File: src/hdl/alu_instruction_encoder_core_defines.svh
// ----------------------------------------------------------------------------
// alu instruction encoder assertion macros
// concurrent assertion helpers clocked on the block clock
// ----------------------------------------------------------------------------
`ifndef ALU_INSTRUCTION_ENCODER_CORE_DEFINES_SVH
`define ALU_INSTRUCTION_ENCODER_CORE_DEFINES_SVH

// checked only outside reset
`define AIE_ASSERT(lbl, prop, msg) \
   lbl: assert property (@(posedge clock) disable iff (reset) prop) else $error(msg);

// checked during reset as well
`define AIE_ASSERT_ALWAYS(lbl, prop, msg) \
   lbl: assert property (@(posedge clock) prop) else $error(msg);

`endif

File: src/hdl/aie_pkg.sv
// ----------------------------------------------------------------------------
// aie_pkg
// shared types, codes and lookup tables of the alu instruction encoder
// ----------------------------------------------------------------------------
`default_nettype none

package aie_pkg;

   // instruction forms
   localparam logic FORM_REG = 1'b0;
   localparam logic FORM_IMM = 1'b1;

   // register descriptor kinds
   localparam logic [1:0] KIND_UNSIGNED = 2'd1;
   localparam logic [1:0] KIND_FLOAT    = 2'd2;

   // operation indexes
   localparam logic [4:0] ALU_OR      = 5'd0;
   localparam logic [4:0] ALU_AND     = 5'd1;
   localparam logic [4:0] ALU_NEG     = 5'd2;
   localparam logic [4:0] ALU_XOR     = 5'd3;
   localparam logic [4:0] ALU_NOT     = 5'd4;
   localparam logic [4:0] ALU_ADD     = 5'd5;
   localparam logic [4:0] ALU_SUB     = 5'd6;
   localparam logic [4:0] ALU_MUL     = 5'd7;
   localparam logic [4:0] ALU_DIV     = 5'd8;
   localparam logic [4:0] ALU_SHR     = 5'd9;
   localparam logic [4:0] ALU_SHL     = 5'd10;
   localparam logic [4:0] ALU_CLZ     = 5'd11;
   localparam logic [4:0] ALU_EQ      = 5'd12;
   localparam logic [4:0] ALU_NE      = 5'd13;
   localparam logic [4:0] ALU_GT      = 5'd14;
   localparam logic [4:0] ALU_GE      = 5'd15;
   localparam logic [4:0] ALU_LT      = 5'd16;
   localparam logic [4:0] ALU_LE      = 5'd17;
   localparam logic [4:0] ALU_FTOI    = 5'd18;
   localparam logic [4:0] ALU_ITOF    = 5'd19;
   localparam logic [4:0] ALU_FLOOR   = 5'd20;
   localparam logic [4:0] ALU_FRAC    = 5'd21;
   localparam logic [4:0] ALU_RECIP   = 5'd22;
   localparam logic [4:0] ALU_ABS     = 5'd23;
   localparam logic [4:0] ALU_SQRT    = 5'd24;
   localparam logic [4:0] ALU_SHUFFLE = 5'd25;
   localparam logic [4:0] ALU_COPY    = 5'd26;
   localparam logic [4:0] ALU_CTZ     = 5'd27;

   // fixed opcodes and remaps
   localparam logic [5:0] OPC_FTOI       = 6'd48;
   localparam logic [5:0] OPC_ITOF       = 6'd42;
   localparam logic [5:0] OPC_SHR_U      = 6'd10;
   localparam logic [5:0] OPC_CMP_S_LO   = 6'h12;
   localparam logic [5:0] OPC_CMP_S_HI   = 6'h15;
   localparam logic [5:0] OPC_CMP_U_OFFS = 6'd4;

   localparam logic [2:0] INSTR_CLASS_REG = 3'd6;

   localparam logic signed [16:0] IMM_MASKED_MAX   = 17'sd255;
   localparam logic signed [16:0] IMM_UNMASKED_MAX = 17'sd8191;

   typedef enum logic [2:0] {
      ERR_NONE         = 3'd0,
      ERR_TYPES        = 3'd1,
      ERR_NO_OPCODE    = 3'd2,
      ERR_SCALAR_DEST  = 3'd3,
      ERR_INT_DEST     = 3'd4,
      ERR_VEC_MISMATCH = 3'd5,
      ERR_FLT_MISMATCH = 3'd6,
      ERR_IMM_RANGE    = 3'd7
   } err_type;

   typedef struct packed {
      logic                operation;
      logic [4:0]          alu_op;
      logic [7:0]          dest_reg;
      logic                src1_present;
      logic [7:0]          src1_reg;
      logic [7:0]          src2_reg;
      logic                mask_enable;
      logic                mask_invert;
      logic [4:0]          mask_reg;
      logic signed [16:0]  immediate;
   } req_type;

   typedef struct packed {
      logic       hit;
      logic [2:0] code;
   } fmt_entry_type;

   typedef struct packed {
      logic       hit;
      logic [5:0] code;
   } opc_entry_type;

   // decode stage to check stage
   typedef struct packed {
      logic               form;
      logic               is_cmp;
      logic               is_conv;
      logic               is_shr;
      logic               s1;
      err_type            err;
      logic [5:0]         opc;
      logic [2:0]         fmt;
      logic [4:0]         d_idx;
      logic               d_vec;
      logic               d_flt;
      logic [4:0]         a_idx;
      logic               a_vec;
      logic               a_flt;
      logic               a_uns;
      logic [4:0]         b_idx;
      logic               b_vec;
      logic               men;
      logic [4:0]         mreg;
      logic signed [16:0] imm;
   } dec_type;

   // check stage to pack stage
   typedef struct packed {
      logic               form;
      err_type            err;
      logic [5:0]         opc;
      logic [2:0]         fmt;
      logic [4:0]         d_idx;
      logic [4:0]         a_idx;
      logic [4:0]         b_idx;
      logic               men;
      logic [4:0]         mreg;
      logic signed [16:0] imm;
   } chk_type;

   // register form format, index {vec1, vec2, mask enable, mask invert}
   function automatic fmt_entry_type fmt_reg_lookup(input logic [3:0] idx);
      fmt_entry_type e;
      e = '0;
      unique case (idx)
         4'd0:  e = '{hit: 1'b1, code: 3'd0};
         4'd8:  e = '{hit: 1'b1, code: 3'd1};
         4'd10: e = '{hit: 1'b1, code: 3'd2};
         4'd11: e = '{hit: 1'b1, code: 3'd3};
         4'd12: e = '{hit: 1'b1, code: 3'd4};
         4'd14: e = '{hit: 1'b1, code: 3'd5};
         4'd15: e = '{hit: 1'b1, code: 3'd6};
         default: e = '0;
      endcase
      return e;
   endfunction

   // immediate form format, index {dest vec, src vec, mask enable, mask invert}
   function automatic fmt_entry_type fmt_imm_lookup(input logic [3:0] idx);
      fmt_entry_type e;
      e = '0;
      unique case (idx)
         4'd0:  e = '{hit: 1'b1, code: 3'd0};
         4'd4:  e = '{hit: 1'b1, code: 3'd1};
         4'd8:  e = '{hit: 1'b1, code: 3'd4};
         4'd10: e = '{hit: 1'b1, code: 3'd5};
         4'd11: e = '{hit: 1'b1, code: 3'd6};
         4'd12: e = '{hit: 1'b1, code: 3'd1};
         4'd14: e = '{hit: 1'b1, code: 3'd2};
         4'd15: e = '{hit: 1'b1, code: 3'd3};
         default: e = '0;
      endcase
      return e;
   endfunction

   // col: bit 1 float, bit 0 binary
   function automatic opc_entry_type opc_lookup(input logic [4:0] op, input logic [1:0] col);
      logic [3:0] hit;
      logic [5:0] row [4];
      opc_entry_type e;
      hit = 4'b0000;
      row = '{default: 6'd0};
      unique case (op)
         ALU_OR:      begin hit = 4'b0010; row[1] = 6'd0; end
         ALU_AND:     begin hit = 4'b0010; row[1] = 6'd1; end
         ALU_NEG:     begin hit = 4'b0001; row[0] = 6'd2; end
         ALU_XOR:     begin hit = 4'b0010; row[1] = 6'd3; end
         ALU_NOT:     begin hit = 4'b0001; row[0] = 6'd4; end
         ALU_ADD:     begin hit = 4'b1010; row[1] = 6'd5; row[3] = 6'd32; end
         ALU_SUB:     begin hit = 4'b1010; row[1] = 6'd6; row[3] = 6'd33; end
         ALU_MUL:     begin hit = 4'b1010; row[1] = 6'd7; row[3] = 6'd34; end
         ALU_DIV:     begin hit = 4'b1010; row[1] = 6'd8; row[3] = 6'd35; end
         ALU_SHR:     begin hit = 4'b0010; row[1] = 6'd9; end
         ALU_SHL:     begin hit = 4'b0010; row[1] = 6'd11; end
         ALU_CLZ:     begin hit = 4'b0001; row[0] = 6'd12; end
         ALU_EQ:      begin hit = 4'b1010; row[1] = 6'd16; row[3] = 6'd13; end
         ALU_NE:      begin hit = 4'b1010; row[1] = 6'd17; row[3] = 6'd14; end
         ALU_GT:      begin hit = 4'b1010; row[1] = 6'd18; row[3] = 6'd44; end
         ALU_GE:      begin hit = 4'b1010; row[1] = 6'd19; row[3] = 6'd45; end
         ALU_LT:      begin hit = 4'b1010; row[1] = 6'd20; row[3] = 6'd46; end
         ALU_LE:      begin hit = 4'b1010; row[1] = 6'd21; row[3] = 6'd47; end
         ALU_FLOOR:   begin hit = 4'b0100; row[2] = 6'd38; end
         ALU_FRAC:    begin hit = 4'b0100; row[2] = 6'd39; end
         ALU_RECIP:   begin hit = 4'b0100; row[2] = 6'd40; end
         ALU_ABS:     begin hit = 4'b0100; row[2] = 6'd41; end
         ALU_SQRT:    begin hit = 4'b0100; row[2] = 6'd46; end
         ALU_SHUFFLE: begin hit = 4'b1010; row[1] = 6'd13; row[3] = 6'd13; end
         ALU_COPY:    begin hit = 4'b1111; row = '{default: 6'd15}; end
         ALU_CTZ:     begin hit = 4'b0001; row[0] = 6'd14; end
         default:     begin hit = 4'b0000; end
      endcase
      e.hit  = hit[col];
      e.code = row[col];
      return e;
   endfunction

endpackage

`default_nettype wire

File: src/hdl/aie_decode.sv
// ----------------------------------------------------------------------------
// aie_decode
// first stage: descriptor decode, format and opcode lookup, type checks
// ----------------------------------------------------------------------------
`default_nettype none

module aie_decode import aie_pkg::*; (
   input  wire logic    clock,
   input  wire logic    reset,
   input  wire logic    in_valid,
   input  wire req_type in_data,
   output logic         in_stall,
   output logic         out_valid,
   output dec_type      out_data,
   input  wire logic    out_stall
);

   logic          advance;
   logic          valid_ff;
   dec_type       data_ff;
   dec_type       data_in;
   logic [7:0]    src1;
   logic          b_flt;
   fmt_entry_type fmt_reg;
   fmt_entry_type fmt_imm;
   opc_entry_type opc_reg;
   opc_entry_type opc_imm;

   always_comb begin
      src1 = in_data.src1_present ? in_data.src1_reg : 8'd0;
      b_flt = in_data.src2_reg[7:6] == KIND_FLOAT;

      data_in = '0;
      data_in.form    = in_data.operation;
      data_in.is_cmp  = (in_data.alu_op >= ALU_EQ) && (in_data.alu_op <= ALU_LE);
      data_in.is_conv = (in_data.alu_op == ALU_FTOI) || (in_data.alu_op == ALU_ITOF);
      data_in.is_shr  = in_data.alu_op == ALU_SHR;
      data_in.s1      = in_data.src1_present;
      data_in.d_idx   = in_data.dest_reg[4:0];
      data_in.d_vec   = in_data.dest_reg[5];
      data_in.d_flt   = in_data.dest_reg[7:6] == KIND_FLOAT;
      data_in.a_idx   = src1[4:0];
      data_in.a_vec   = src1[5];
      data_in.a_flt   = in_data.src1_present && (src1[7:6] == KIND_FLOAT);
      data_in.a_uns   = in_data.src1_present && (src1[7:6] == KIND_UNSIGNED);
      data_in.b_idx   = in_data.src2_reg[4:0];
      data_in.b_vec   = in_data.src2_reg[5];
      data_in.men     = in_data.mask_enable;
      data_in.mreg    = in_data.mask_reg;
      data_in.imm     = in_data.immediate;
      data_in.err     = ERR_NONE;

      fmt_reg = fmt_reg_lookup({in_data.src1_present ? data_in.a_vec : data_in.d_vec,
                                data_in.b_vec, in_data.mask_enable, in_data.mask_invert});
      fmt_imm = fmt_imm_lookup({data_in.d_vec, data_in.a_vec,
                                in_data.mask_enable, in_data.mask_invert});
      opc_reg = opc_lookup(in_data.alu_op, {b_flt, in_data.src1_present});
      opc_imm = opc_lookup(in_data.alu_op, {1'b0, in_data.src1_present});

      if (in_data.operation == FORM_REG) begin
         data_in.fmt = fmt_reg.code;
         if (!fmt_reg.hit) begin
            data_in.err = ERR_TYPES;
         end else if (in_data.alu_op == ALU_FTOI) begin
            data_in.opc = OPC_FTOI;
            if (!in_data.src1_present || !data_in.a_flt || !b_flt) data_in.err = ERR_TYPES;
         end else if (in_data.alu_op == ALU_ITOF) begin
            data_in.opc = OPC_ITOF;
            if (!in_data.src1_present || data_in.a_flt || !b_flt) data_in.err = ERR_TYPES;
         end else if ((b_flt && in_data.src1_present && !data_in.a_flt) ||
                      (!b_flt && data_in.a_flt)) begin
            // mixed int and float sources
            data_in.err = ERR_TYPES;
         end else if (!opc_reg.hit) begin
            data_in.err = ERR_NO_OPCODE;
         end else begin
            data_in.opc = opc_reg.code;
         end
      end else begin
         data_in.fmt = fmt_imm.code;
         if (!data_in.d_vec && in_data.src1_present && data_in.a_vec && !data_in.is_cmp) begin
            data_in.err = ERR_TYPES;
         end else if (!fmt_imm.hit) begin
            data_in.err = ERR_TYPES;
         end else if ((data_in.d_flt || data_in.a_flt) &&
                      ((in_data.alu_op != ALU_OR) || (in_data.immediate != 17'sd0))) begin
            data_in.err = ERR_TYPES;
         end else if (!opc_imm.hit) begin
            data_in.err = ERR_NO_OPCODE;
         end else begin
            data_in.opc = opc_imm.code;
         end
      end
   end

   assign advance   = !valid_ff || !out_stall;
   assign in_stall  = !advance;
   assign out_valid = valid_ff;
   assign out_data  = data_ff;

   always_ff @(posedge clock) begin
      if (reset) begin
         valid_ff <= 1'b0;
      end else if (advance) begin
         valid_ff <= in_valid;
      end
   end

   always_ff @(posedge clock) begin
      if (advance && in_valid) begin
         data_ff <= data_in;
      end
   end

endmodule

`default_nettype wire

File: src/hdl/aie_check.sv
// ----------------------------------------------------------------------------
// aie_check
// second stage: unsigned opcode remaps, destination and type agreement checks
// ----------------------------------------------------------------------------
`default_nettype none

module aie_check import aie_pkg::*; (
   input  wire logic    clock,
   input  wire logic    reset,
   input  wire logic    in_valid,
   input  wire dec_type in_data,
   output logic         in_stall,
   output logic         out_valid,
   output chk_type      out_data,
   input  wire logic    out_stall
);

   logic    advance;
   logic    valid_ff;
   chk_type data_ff;
   chk_type data_in;

   always_comb begin
      data_in.form  = in_data.form;
      data_in.fmt   = in_data.fmt;
      data_in.d_idx = in_data.d_idx;
      data_in.a_idx = in_data.a_idx;
      data_in.b_idx = in_data.b_idx;
      data_in.men   = in_data.men;
      data_in.mreg  = in_data.mreg;
      data_in.imm   = in_data.imm;
      data_in.err   = in_data.err;
      data_in.opc   = (in_data.is_shr && in_data.a_uns) ? OPC_SHR_U : in_data.opc;

      if (in_data.err == ERR_NONE) begin
         if (in_data.is_cmp) begin
            if (in_data.d_vec) begin
               data_in.err = ERR_SCALAR_DEST;
            end else if (in_data.d_flt) begin
               data_in.err = ERR_INT_DEST;
            end else if (in_data.a_uns && (data_in.opc >= OPC_CMP_S_LO) &&
                         (data_in.opc <= OPC_CMP_S_HI)) begin
               data_in.opc = data_in.opc + OPC_CMP_U_OFFS;
            end
         end else if ((in_data.form == FORM_REG) && in_data.s1 &&
                      (in_data.d_vec != (in_data.a_vec | in_data.b_vec))) begin
            data_in.err = ERR_VEC_MISMATCH;
         end else if (in_data.s1 && (in_data.a_flt != (in_data.d_flt != in_data.is_conv))) begin
            // conversions flip the expected source kind
            data_in.err = ERR_FLT_MISMATCH;
         end
      end
   end

   assign advance   = !valid_ff || !out_stall;
   assign in_stall  = !advance;
   assign out_valid = valid_ff;
   assign out_data  = data_ff;

   always_ff @(posedge clock) begin
      if (reset) begin
         valid_ff <= 1'b0;
      end else if (advance) begin
         valid_ff <= in_valid;
      end
   end

   always_ff @(posedge clock) begin
      if (advance && in_valid) begin
         data_ff <= data_in;
      end
   end

endmodule

`default_nettype wire

File: src/hdl/aie_pack.sv
// ----------------------------------------------------------------------------
// aie_pack
// last stage: immediate range check and instruction word assembly
// ----------------------------------------------------------------------------
`default_nettype none

module aie_pack import aie_pkg::*; (
   input  wire logic    clock,
   input  wire logic    reset,
   input  wire logic    in_valid,
   input  wire chk_type in_data,
   output logic         in_stall,
   output logic         out_valid,
   output logic [31:0]  out_instruction,
   output err_type      out_error,
   input  wire logic    out_stall
);

   logic        advance;
   logic        valid_ff;
   logic [31:0] instr_ff;
   logic [31:0] instr_in;
   err_type     err_ff;
   err_type     err_in;
   logic [31:0] word;
   logic        imm_ok;

   always_comb begin
      if (in_data.form == FORM_REG) begin
         word = {INSTR_CLASS_REG, in_data.opc, in_data.fmt, in_data.b_idx,
                 in_data.mreg, in_data.d_idx, in_data.a_idx};
         imm_ok = 1'b1;
      end else if (in_data.men) begin
         word = {in_data.opc, in_data.fmt, in_data.imm[7:0], in_data.mreg,
                 in_data.d_idx, in_data.a_idx};
         imm_ok = (in_data.imm >= -IMM_MASKED_MAX) && (in_data.imm <= IMM_MASKED_MAX);
      end else begin
         word = {in_data.opc, in_data.fmt, in_data.imm[12:0], in_data.d_idx, in_data.a_idx};
         imm_ok = (in_data.imm >= -IMM_UNMASKED_MAX) && (in_data.imm <= IMM_UNMASKED_MAX);
      end

      if (in_data.err != ERR_NONE) begin
         err_in = in_data.err;
      end else if (!imm_ok) begin
         err_in = ERR_IMM_RANGE;
      end else begin
         err_in = ERR_NONE;
      end
      instr_in = (err_in == ERR_NONE) ? word : 32'd0;
   end

   assign advance         = !valid_ff || !out_stall;
   assign in_stall        = !advance;
   assign out_valid       = valid_ff;
   assign out_instruction = instr_ff;
   assign out_error       = err_ff;

   always_ff @(posedge clock) begin
      if (reset) begin
         valid_ff <= 1'b0;
      end else if (advance) begin
         valid_ff <= in_valid;
      end
   end

   always_ff @(posedge clock) begin
      if (advance && in_valid) begin
         instr_ff <= instr_in;
         err_ff   <= err_in;
      end
   end

endmodule

`default_nettype wire

File: src/hdl/alu_instruction_encoder_core.sv
// ----------------------------------------------------------------------------
// alu_instruction_encoder_core
// encodes arithmetic instruction requests into 32-bit instruction words
// ----------------------------------------------------------------------------
// usage
//   req_* carries one instruction request per transaction, taken at a rising
//   edge with req_valid high and req_stall low. rsp_* returns one transaction
//   per request, in order: the instruction word and an error code; the word
//   is zero whenever the error code is not zero.
//   a request passes the decode, check and pack register stages in order;
//   throughput is one transaction per cycle while rsp_stall is low.
//   reset clears the stage valid bits; rsp_valid is low after reset and any
//   transactions in flight are dropped.
//   when rsp_stall is high the output stage holds its transaction; bubbles
//   in earlier stages still fill, and req_stall rises only once every stage
//   holds a transaction.
// ----------------------------------------------------------------------------
`default_nettype none

`include "alu_instruction_encoder_core_defines.svh"

module alu_instruction_encoder_core import aie_pkg::*; (
   input  wire logic               clock,
   input  wire logic               reset,
   input  wire logic               req_valid,
   output logic                    req_stall,
   input  wire logic               req_operation,
   input  wire logic [4:0]         req_alu_op,
   input  wire logic [7:0]         req_dest_reg,
   input  wire logic               req_src1_present,
   input  wire logic [7:0]         req_src1_reg,
   input  wire logic [7:0]         req_src2_reg,
   input  wire logic               req_mask_enable,
   input  wire logic               req_mask_invert,
   input  wire logic [4:0]         req_mask_reg,
   input  wire logic signed [16:0] req_immediate,
   output logic                    rsp_valid,
   input  wire logic               rsp_stall,
   output logic [31:0]             rsp_instruction,
   output logic [2:0]              rsp_error_code
);

   req_type req;
   dec_type dec_data;
   chk_type chk_data;
   logic    dec_valid;
   logic    dec_stall;
   logic    chk_valid;
   logic    chk_stall;
   err_type pack_err;

   always_comb begin
      req.operation    = req_operation;
      req.alu_op       = req_alu_op;
      req.dest_reg     = req_dest_reg;
      req.src1_present = req_src1_present;
      req.src1_reg     = req_src1_reg;
      req.src2_reg     = req_src2_reg;
      req.mask_enable  = req_mask_enable;
      req.mask_invert  = req_mask_invert;
      req.mask_reg     = req_mask_reg;
      req.immediate    = req_immediate;
   end

   aie_decode u_decode (
      .clock     (clock),
      .reset     (reset),
      .in_valid  (req_valid),
      .in_data   (req),
      .in_stall  (req_stall),
      .out_valid (dec_valid),
      .out_data  (dec_data),
      .out_stall (dec_stall)
   );

   aie_check u_check (
      .clock     (clock),
      .reset     (reset),
      .in_valid  (dec_valid),
      .in_data   (dec_data),
      .in_stall  (dec_stall),
      .out_valid (chk_valid),
      .out_data  (chk_data),
      .out_stall (chk_stall)
   );

   aie_pack u_pack (
      .clock           (clock),
      .reset           (reset),
      .in_valid        (chk_valid),
      .in_data         (chk_data),
      .in_stall        (chk_stall),
      .out_valid       (rsp_valid),
      .out_instruction (rsp_instruction),
      .out_error       (pack_err),
      .out_stall       (rsp_stall)
   );

   assign rsp_error_code = pack_err;

   // failed encodings never leak a partial word
   `AIE_ASSERT(a_err_zero_word, rsp_valid && (pack_err != ERR_NONE) |-> rsp_instruction == 32'd0, "error response carries a nonzero word")

   // back pressure reaches the request side only with a full pipeline
   `AIE_ASSERT(a_stall_full, req_stall |-> rsp_valid && rsp_stall && dec_valid && chk_valid, "request stalled with a free stage")

   `AIE_ASSERT_ALWAYS(a_reset_empty, reset |=> !rsp_valid, "response valid right after reset")

endmodule

`default_nettype wire
File: config.mk
export PLATFORM = sky130hd
export DESIGN_NAME = alu_instruction_encoder_core
export DESIGN_NICKNAME = d
export VERILOG_FILES = /design/src/hdl/aie_pkg.sv /design/src/hdl/aie_decode.sv /design/src/hdl/aie_check.sv /design/src/hdl/aie_pack.sv /design/src/hdl/alu_instruction_encoder_core.sv
export VERILOG_INCLUDE_DIRS = /design/src /design/src/hdl
export SDC_FILE = /design/constraint.sdc
export NUM_CORES = 1
export LEC_CHECK = 0
export ABC_AREA = 1
export BUFFER_PORTS_ARGS = -buffer_cell sky130_fd_sc_hd__buf_2
export CAP_MARGIN = 20
export CORE_ASPECT_RATIO = 1.25
export CORE_UTILIZATION = 45
export DETAILED_ROUTE_END_ITERATION = 7
export GPL_TIMING_DRIVEN = 0
export PLACE_DENSITY_LB_ADDON = 0.3
export SLEW_MARGIN = 25
export SYNTH_ARGS = -nofsm -noshare
export SYNTH_HDL_FRONTEND = slang
export SYNTH_SLANG_ARGS = --single-unit
File: constraint.sdc
create_clock -name clock -period 10.1 [get_ports clock]
set_input_delay 2.02 -clock clock [delete_from_list [all_inputs] [get_ports clock]]
set_output_delay 2.02 -clock clock [all_outputs]
set_load 0.05 [all_outputs]
Yosys cells after proc, flatten, opt, wreduce, memory -nomap -nowiden

Memory sizes are Yosys's and may differ from the RTL's.
Index checks and enable logic that the tools add are counted.

Magnitude comparators: 12
Multiplexer cells: 54
Bitwise operators: 4
Equal/unequal tests: 40
Reductions and logical operators: 55
$add $sub $neg: 1

Operator list:

| cell                                                                | count |
|---|---|
| two-way mux 6 bit                                                   | 16 |
| one-hot mux 5 bit (16 select lines)                                 | 1 |
| one-hot mux 6 bit (11 select lines)                                 | 1 |
| == test 5 bit, second input constant                                | 12 |
| == test 5 x 4 -> 1 bit, second input constant                       | 8 |
| one-hot mux 4 bit (5 select lines)                                  | 2 |
| two-way mux 3 bit                                                   | 12 |
| one-hot mux 6 bit (6 select lines)                                  | 1 |
| two-way mux 32 bit                                                  | 1 |
| one-hot mux 4 bit (7 select lines)                                  | 1 |
| two-way mux 9 bit                                                   | 3 |
| binary-select mux 6 bit (select 2 bit)                              | 2 |
| == test 4 bit, second input constant                                | 6 |
| two-way mux 23 bit                                                  | 1 |
| logical AND 1 bit                                                   | 21 |
| == test 5 x 3 -> 1 bit, second input constant                       | 4 |
| greater-or-equal comparator 17 x 14 -> 1 bit, second input constant | 1 |
| greater-or-equal comparator 17 x 9 -> 1 bit, second input constant  | 1 |
| <= comparator 17 x 14 -> 1 bit, second input constant               | 1 |
| <= comparator 17 x 9 -> 1 bit, second input constant                | 1 |
| nonzero test 17 bit                                                 | 1 |
| two-way mux 12 bit                                                  | 1 |
| logical OR 1 bit                                                    | 11 |
| OR reduction 11 bit                                                 | 1 |
| 31 further kinds                                                    | 56 |

Output and inout bits: 37
Logic and storage cells: 203
Input port bits: 59
Bits in read-only memories: 64
Memories kept: 1
Bits in registers: 150

Memories:

| memory           | depth | width | rd ports | clocked after memory_dff | wr ports | RTL line       | RTL |
|---|---|---|---|---|---|---|---|
| (name not given) | 16    | 4     | 1        | 0                        | 0        | aie_pkg.sv:153 | `unique case (idx)` |

Longest topological paths before layout

Depth after elaboration: 12
Mapped depth: 12
Mapped depth without buffers: 12

Hierarchy

From an unflattened synthesis, not the netlist that was laid out.

Cells, all modules: 635
Area total of the unflattened synthesis: 6777.8 um^2

By module, submodules not included:

| module     | seq. area each (um^2) | cells an instance | area an instance (um^2) | instances |
|---|---|---|---|---|
| aie_decode | 1821.7                | 319               | 3065.4                  | 1 |
| aie_check  | 1551.5                | 121               | 1876.8                  | 1 |
| aie_pack   | 1071.0                | 195               | 1835.5                  | 1 |

Worst setup path after synthesis

OpenSTA, ideal clock, no wires.

Kind: input to register
From: input port rsp_stall
To: register u_decode.data_ff (netlist bit u_decode.out_data[0]) (enable)
Buffers on the path: 0
Cell stages on the path: 5
Setup time: 478 ps
Setup slack: 4611 ps
Data arrival time: 5011 ps
Required time: 9622 ps
Path through: nand2_1 > nor2_1 > inv_1 > nor2_1 > nor2_1

Word-level cells in the longest chain between the ends: 5

Ends and longest elaborated chain:

| what                 | RTL line                           | RTL |
|---|---|---|
| from (decl)          | alu_instruction_encoder_core.sv:38 | `input wire logic rsp_stall,` |
| zero test 1 bit      | aie_pack.sv:52                     | `assign advance = !valid_ff \|\| !out_stall;` |
| logical OR 1 bit     | aie_pack.sv:52                     |  |
| logical OR 1 bit     | aie_check.sv:55                    | `assign advance = !valid_ff \|\| !out_stall;` |
| logical OR 1 bit     | aie_decode.sv:96                   | `assign advance = !valid_ff \|\| !out_stall;` |
| logical AND 1 bit    | aie_decode.sv:110                  | `if (advance && in_valid) begin` |
| to (signal assigned) | aie_decode.sv:111                  | `data_ff <= data_in;` |
| to (decl)            | aie_decode.sv:20                   | `dec_type data_ff;` |

Every way passes these cells.
A chain may end at the register's enable or synchronous reset.

Worst setup path in the final report

From: input port rsp_stall
To: output port req_stall

Word-level cells in the longest chain between the ends: 5

Ends and longest elaborated chain:

| what             | RTL line                           | RTL |
|---|---|---|
| zero test 1 bit  | aie_pack.sv:52                     |  |
| logical OR 1 bit | aie_pack.sv:52                     |  |
| logical OR 1 bit | aie_check.sv:55                    |  |
| logical OR 1 bit | aie_decode.sv:96                   |  |
| zero test 1 bit  | aie_decode.sv:97                   | `assign in_stall = !advance;` |
| to (decl)        | alu_instruction_encoder_core.sv:26 | `output logic req_stall,` |

Every way passes these cells.

==> results summary <==
The run finished with clean final reports. The maximum number of buffers from clock root to sink came out at 2. The number of levels the H-tree was split into is 4. STA puts the critical path data required time at between 8 and 9 ns. The post-route minimum period came out at 5.00 ns. Setup repair after global routing left no endpoint under its margin. The largest net degree at the start of global routing is 29. Multiplexer cells account for less than 1% of the synthesized area.

The area growth from synthesis to layout is 21.1%. The leakage component of the power came out at between 3 and 4 nW. The number of nets handed over by synthesis was 662. The number of sinks handled by clock tree synthesis came out at ~150. The I/O pin count is 96. Among all flip-flop cells after synthesis, the most frequent one is edfxtp_1. The number of flops mapped to enable cells by yosys is 146. Cell internal power was estimated by the tool at 1.08 mW.

The root cell of the clock tree is clkbuf_16. The total of hold buffers inserted after clock tree synthesis came out at 0. The final design area excluding fillers is around 0.0079 mm^2.

The path category of the worst min-delay check is reg2reg. After synthesis, the mean cell area works out to 10.9 um^2. In this run the tightest slew margin relative to its limit is between 50% and 60%.

The critical register-to-register path startpoint is u_decode.out_data[57]. The count of buffers from port buffering is between 90 and 100. The critical path endpoint is req_stall. The overall routing resource usage is 19.1%. TritonCTS built the clock tree. The clock transition at the registers of the reported paths came out at ~0.060 ns.

The worst register-to-register path has a setup slack of 8.04 ns. Summing the sequential cell areas from Yosys gives between 60% and 70% of the chip area. The later-pin clock latency in the skew report is between 0.4 and 0.5 ns. The share of flip-flops with an asynchronous set or reset after synthesis came out at 0%. The number of hold-slack violations in the final timing report is 0. The cell count after synthesis is between 500 and 600. Power spread over the standard cell area amounts to about 180 mW/mm^2. The layout has about 1,200 filler cells.

The maximum fanout along the worst path is 3. The critical path starts at rsp_stall. The share of total power consumed by net switching came out at 25.1%. The number of detailed-routing iterations run before antenna repair is 5. The share of layout cells above drive strength 1 came out at 21.4%. The top cell types in the final layout, fill and taps aside, are edfxtp_1 (146), nand2_1 (141), buf_2 (94). The post-route DRC violation count came out at 0.

The measured slew at the worst slew-check pin is ~0.64 ns. The worst setup path is captured at a primary output. The post-DP HPWL is roughly 9700 um.

The clock network is responsible for between 40% and 50% of the overall power. The initial detailed-routing violation count came out at between 200 and 300. Of the total synthesized cell area, the portion taken by XOR and XNOR cells is 0.269%. The adder-cell share of the synthesized area came out at about 1.5%.

The via count normalized by instance count came out at ~5. The post-synthesis register bit count is about 150. The final RePlAce weighted congestion came out at 0.873. The critical path arrival is 2.98 ns. The synthesized-area fraction occupied by ao, oa, aoi and oai cells came out at under 10%. The initial antenna violation count is 0. The full die area came out at ~0.015 mm^2. In the final design database the tool counted around 780 nets.

The aggregate routed wire length is between 10,000 and 15,000 um. The core region area came out at approximately 0.014 mm^2. After synthesis the cells add up to between 0.006 and 0.007 mm^2. Once placement finished, the instance area stood at about 0.0073 mm^2. The floorplan step set the die height to 137 um. The final setup skew is just over 0.009 ns. The x dimension of the die came out at ~110 um. Setup violations remaining at the end of the flow were counted as 0. The number of cell rows came out at 48.

The combinational share of power came out at 8.1%. The via count came out at 4,470. Gates resized during post-CTS repair numbered 0.

The peak clock frequency supported by timing came out at between 0.15 and 0.2 GHz. The post-synthesis simple-gate area fraction came out at a little under a fifth. The per-cell routed wire length is 14.4 um. The count of final max-slew check failures came to 0. Buffers added to address setup during post-CTS repair amount to 0. The number of cells on the worst reg-to-reg path is 10. The end of the worst register-to-register path is u_check.out_data[44]. The combinational family with the most area after synthesis is simple AND/OR/NAND/NOR gates. The number of buffers created by CTS came out at 17. The global-route wire length before repair is 21,500 um. The via count of the first global-routing pass is approximately 4,500. The multi-input logic area is roughly 0.0017 mm^2. The power consumption came out at about 1.4 mW. The area taken by flip-flops and latches is 0.00444 mm^2. The Yosys step of the flow raised 0 warnings.

Across the run, the number of max-cap violations was 0. The worst setup path is of the in2out kind. The largest voltage drop on the vdd net came out at 0.165 mV. The final cycle utilization of the critical path is 49.5%. STA classifies the critical path startpoint as an input port. The power dissipated by switching net loads is about 0.36 mW. The detail route stage leaves a number of antenna-violating nets equal to 0. The proportion of power drawn by flip-flops and latches is about half.

The sum of overflow across all layers after global routing came out at 0. The final sum of negative setup slack is 0 ns. The library cell used most frequently in the layout, excluding fill and tap cells, is edfxtp_1.

After synthesis, the netlist uses 38 different library cells. The repair_antennas step left the layout with diodes totalling 0. The initial utilization of the core area, before any placement, comes to a little under half.
==> final cells by class <==
class | instances | area share [%]
sequential | 149 | 56.4
multi-input combinational | 357 | 22.1
timing repair buffer | 96 | 7.05
clock buffer | 17 | 5.40
inverter | 76 | 3.62
tap | 175 | 2.78
clock inverter | 15 | 1.94
buffer | 13 | 0.746
==> metal layers <==
metal / vias to the layer above / GRT usage [%] / part of all wire, %
met3: 21 / 4.05 / 4.6
li1: 2252 / - / -
met4: 0 / 8.96 / 2.1
met1: 2042 / 21.9 / 41
met5: - / 0 / 0
met2: 155 / 33.8 / 52
==> worst max-delay path, stage by stage <==
cell and delay (ns):
buf_2 0.12, nand2_1 0.08, nor2_1 0.11, inv_1 0.08, nor2_1 0.24, buf_2 0.33
==> sequential cells by signal, summed over array words and instances, names as in the netlist <==
register and cells:
u_decode.out_data 60, u_check.out_data 51, u_pack.out_instruction 32, u_pack.out_error 3, u_check.out_valid 1, u_decode.out_valid 1, u_pack.out_valid 1
==> how the worst min path moves through the flow <==
stage,startpoint,to,depth (start not counted)
CTS,u_decode.out_data[0],u_check.out_data[0],0
global route,u_decode.out_data[0],u_check.out_data[0],0
floorplan,u_decode.out_data[0],u_check.out_data[0],0
finish,u_decode.out_data[4],u_check.out_data[4],0
global placement,u_decode.out_data[13],u_check.out_data[13],0
detailed placement,u_decode.out_data[0],u_check.out_data[0],0
==> power groups by stage <==
stage	combinational (mW)	sequential [mW]	clock, mW
final	0.116	0.722	0.601
after global routing	0.131	0.724	0.640
after CTS	0.117	0.722	0.612
after detailed placement	0.116	0.735	0
after global placement	0.108	0.736	0
after floorplan	0.0593	0.748	0
==> synth_stat cells (4+ instances only) <==
master,n,share of area [%]
nor2_2,4,0.38
nor2_4,4,0.69
a21oi_1,25,1.9
nand4_1,5,0.48
clkbuf_1,8,0.46
nor2_1,69,4.0
nor3_1,5,0.38
o21ai_2,4,0.54
inv_1,71,4.1
o21ai_0,18,1.4
a31oi_1,7,0.67
ha_1,8,1.5
nand3_1,41,3.2
edfxtp_1,146,67
nand2_1,141,8.1
==> through the flow <==
stage / cells / hold WS (ns) / setup slack [ns] / utilization, %
6_report: 898 / 0.418 / 5.10 / 56.3
5_1_grt: 898 / 0.426 / 5.03 / 56.3
4_1_cts: 898 / 0.420 / 5.10 / 56.3
3_5_place_dp: 866 / 0.405 / 5.10 / 52.2
3_3_place_gp: 862 / 0.402 / 3.66 / 51.4
2_1_floorplan: 595 / 0.400 / 4.61 / -
==> cells by family (layout without fill, tap and decap cells) <==
logic type | count (synthesis) | count (layout)
AO/OA/AOI/OAI | 66 | 66
XOR/XNOR | 2 | 2
adder cells (fa/ha/maj) | 8 | 8
buffers and inverters | 89 | 217
flip-flops | 149 | 149
multiplexers | 1 | 1
AND/OR/NAND/NOR | 280 | 280
Note: power is estimated with default switching activity, not from simulation.
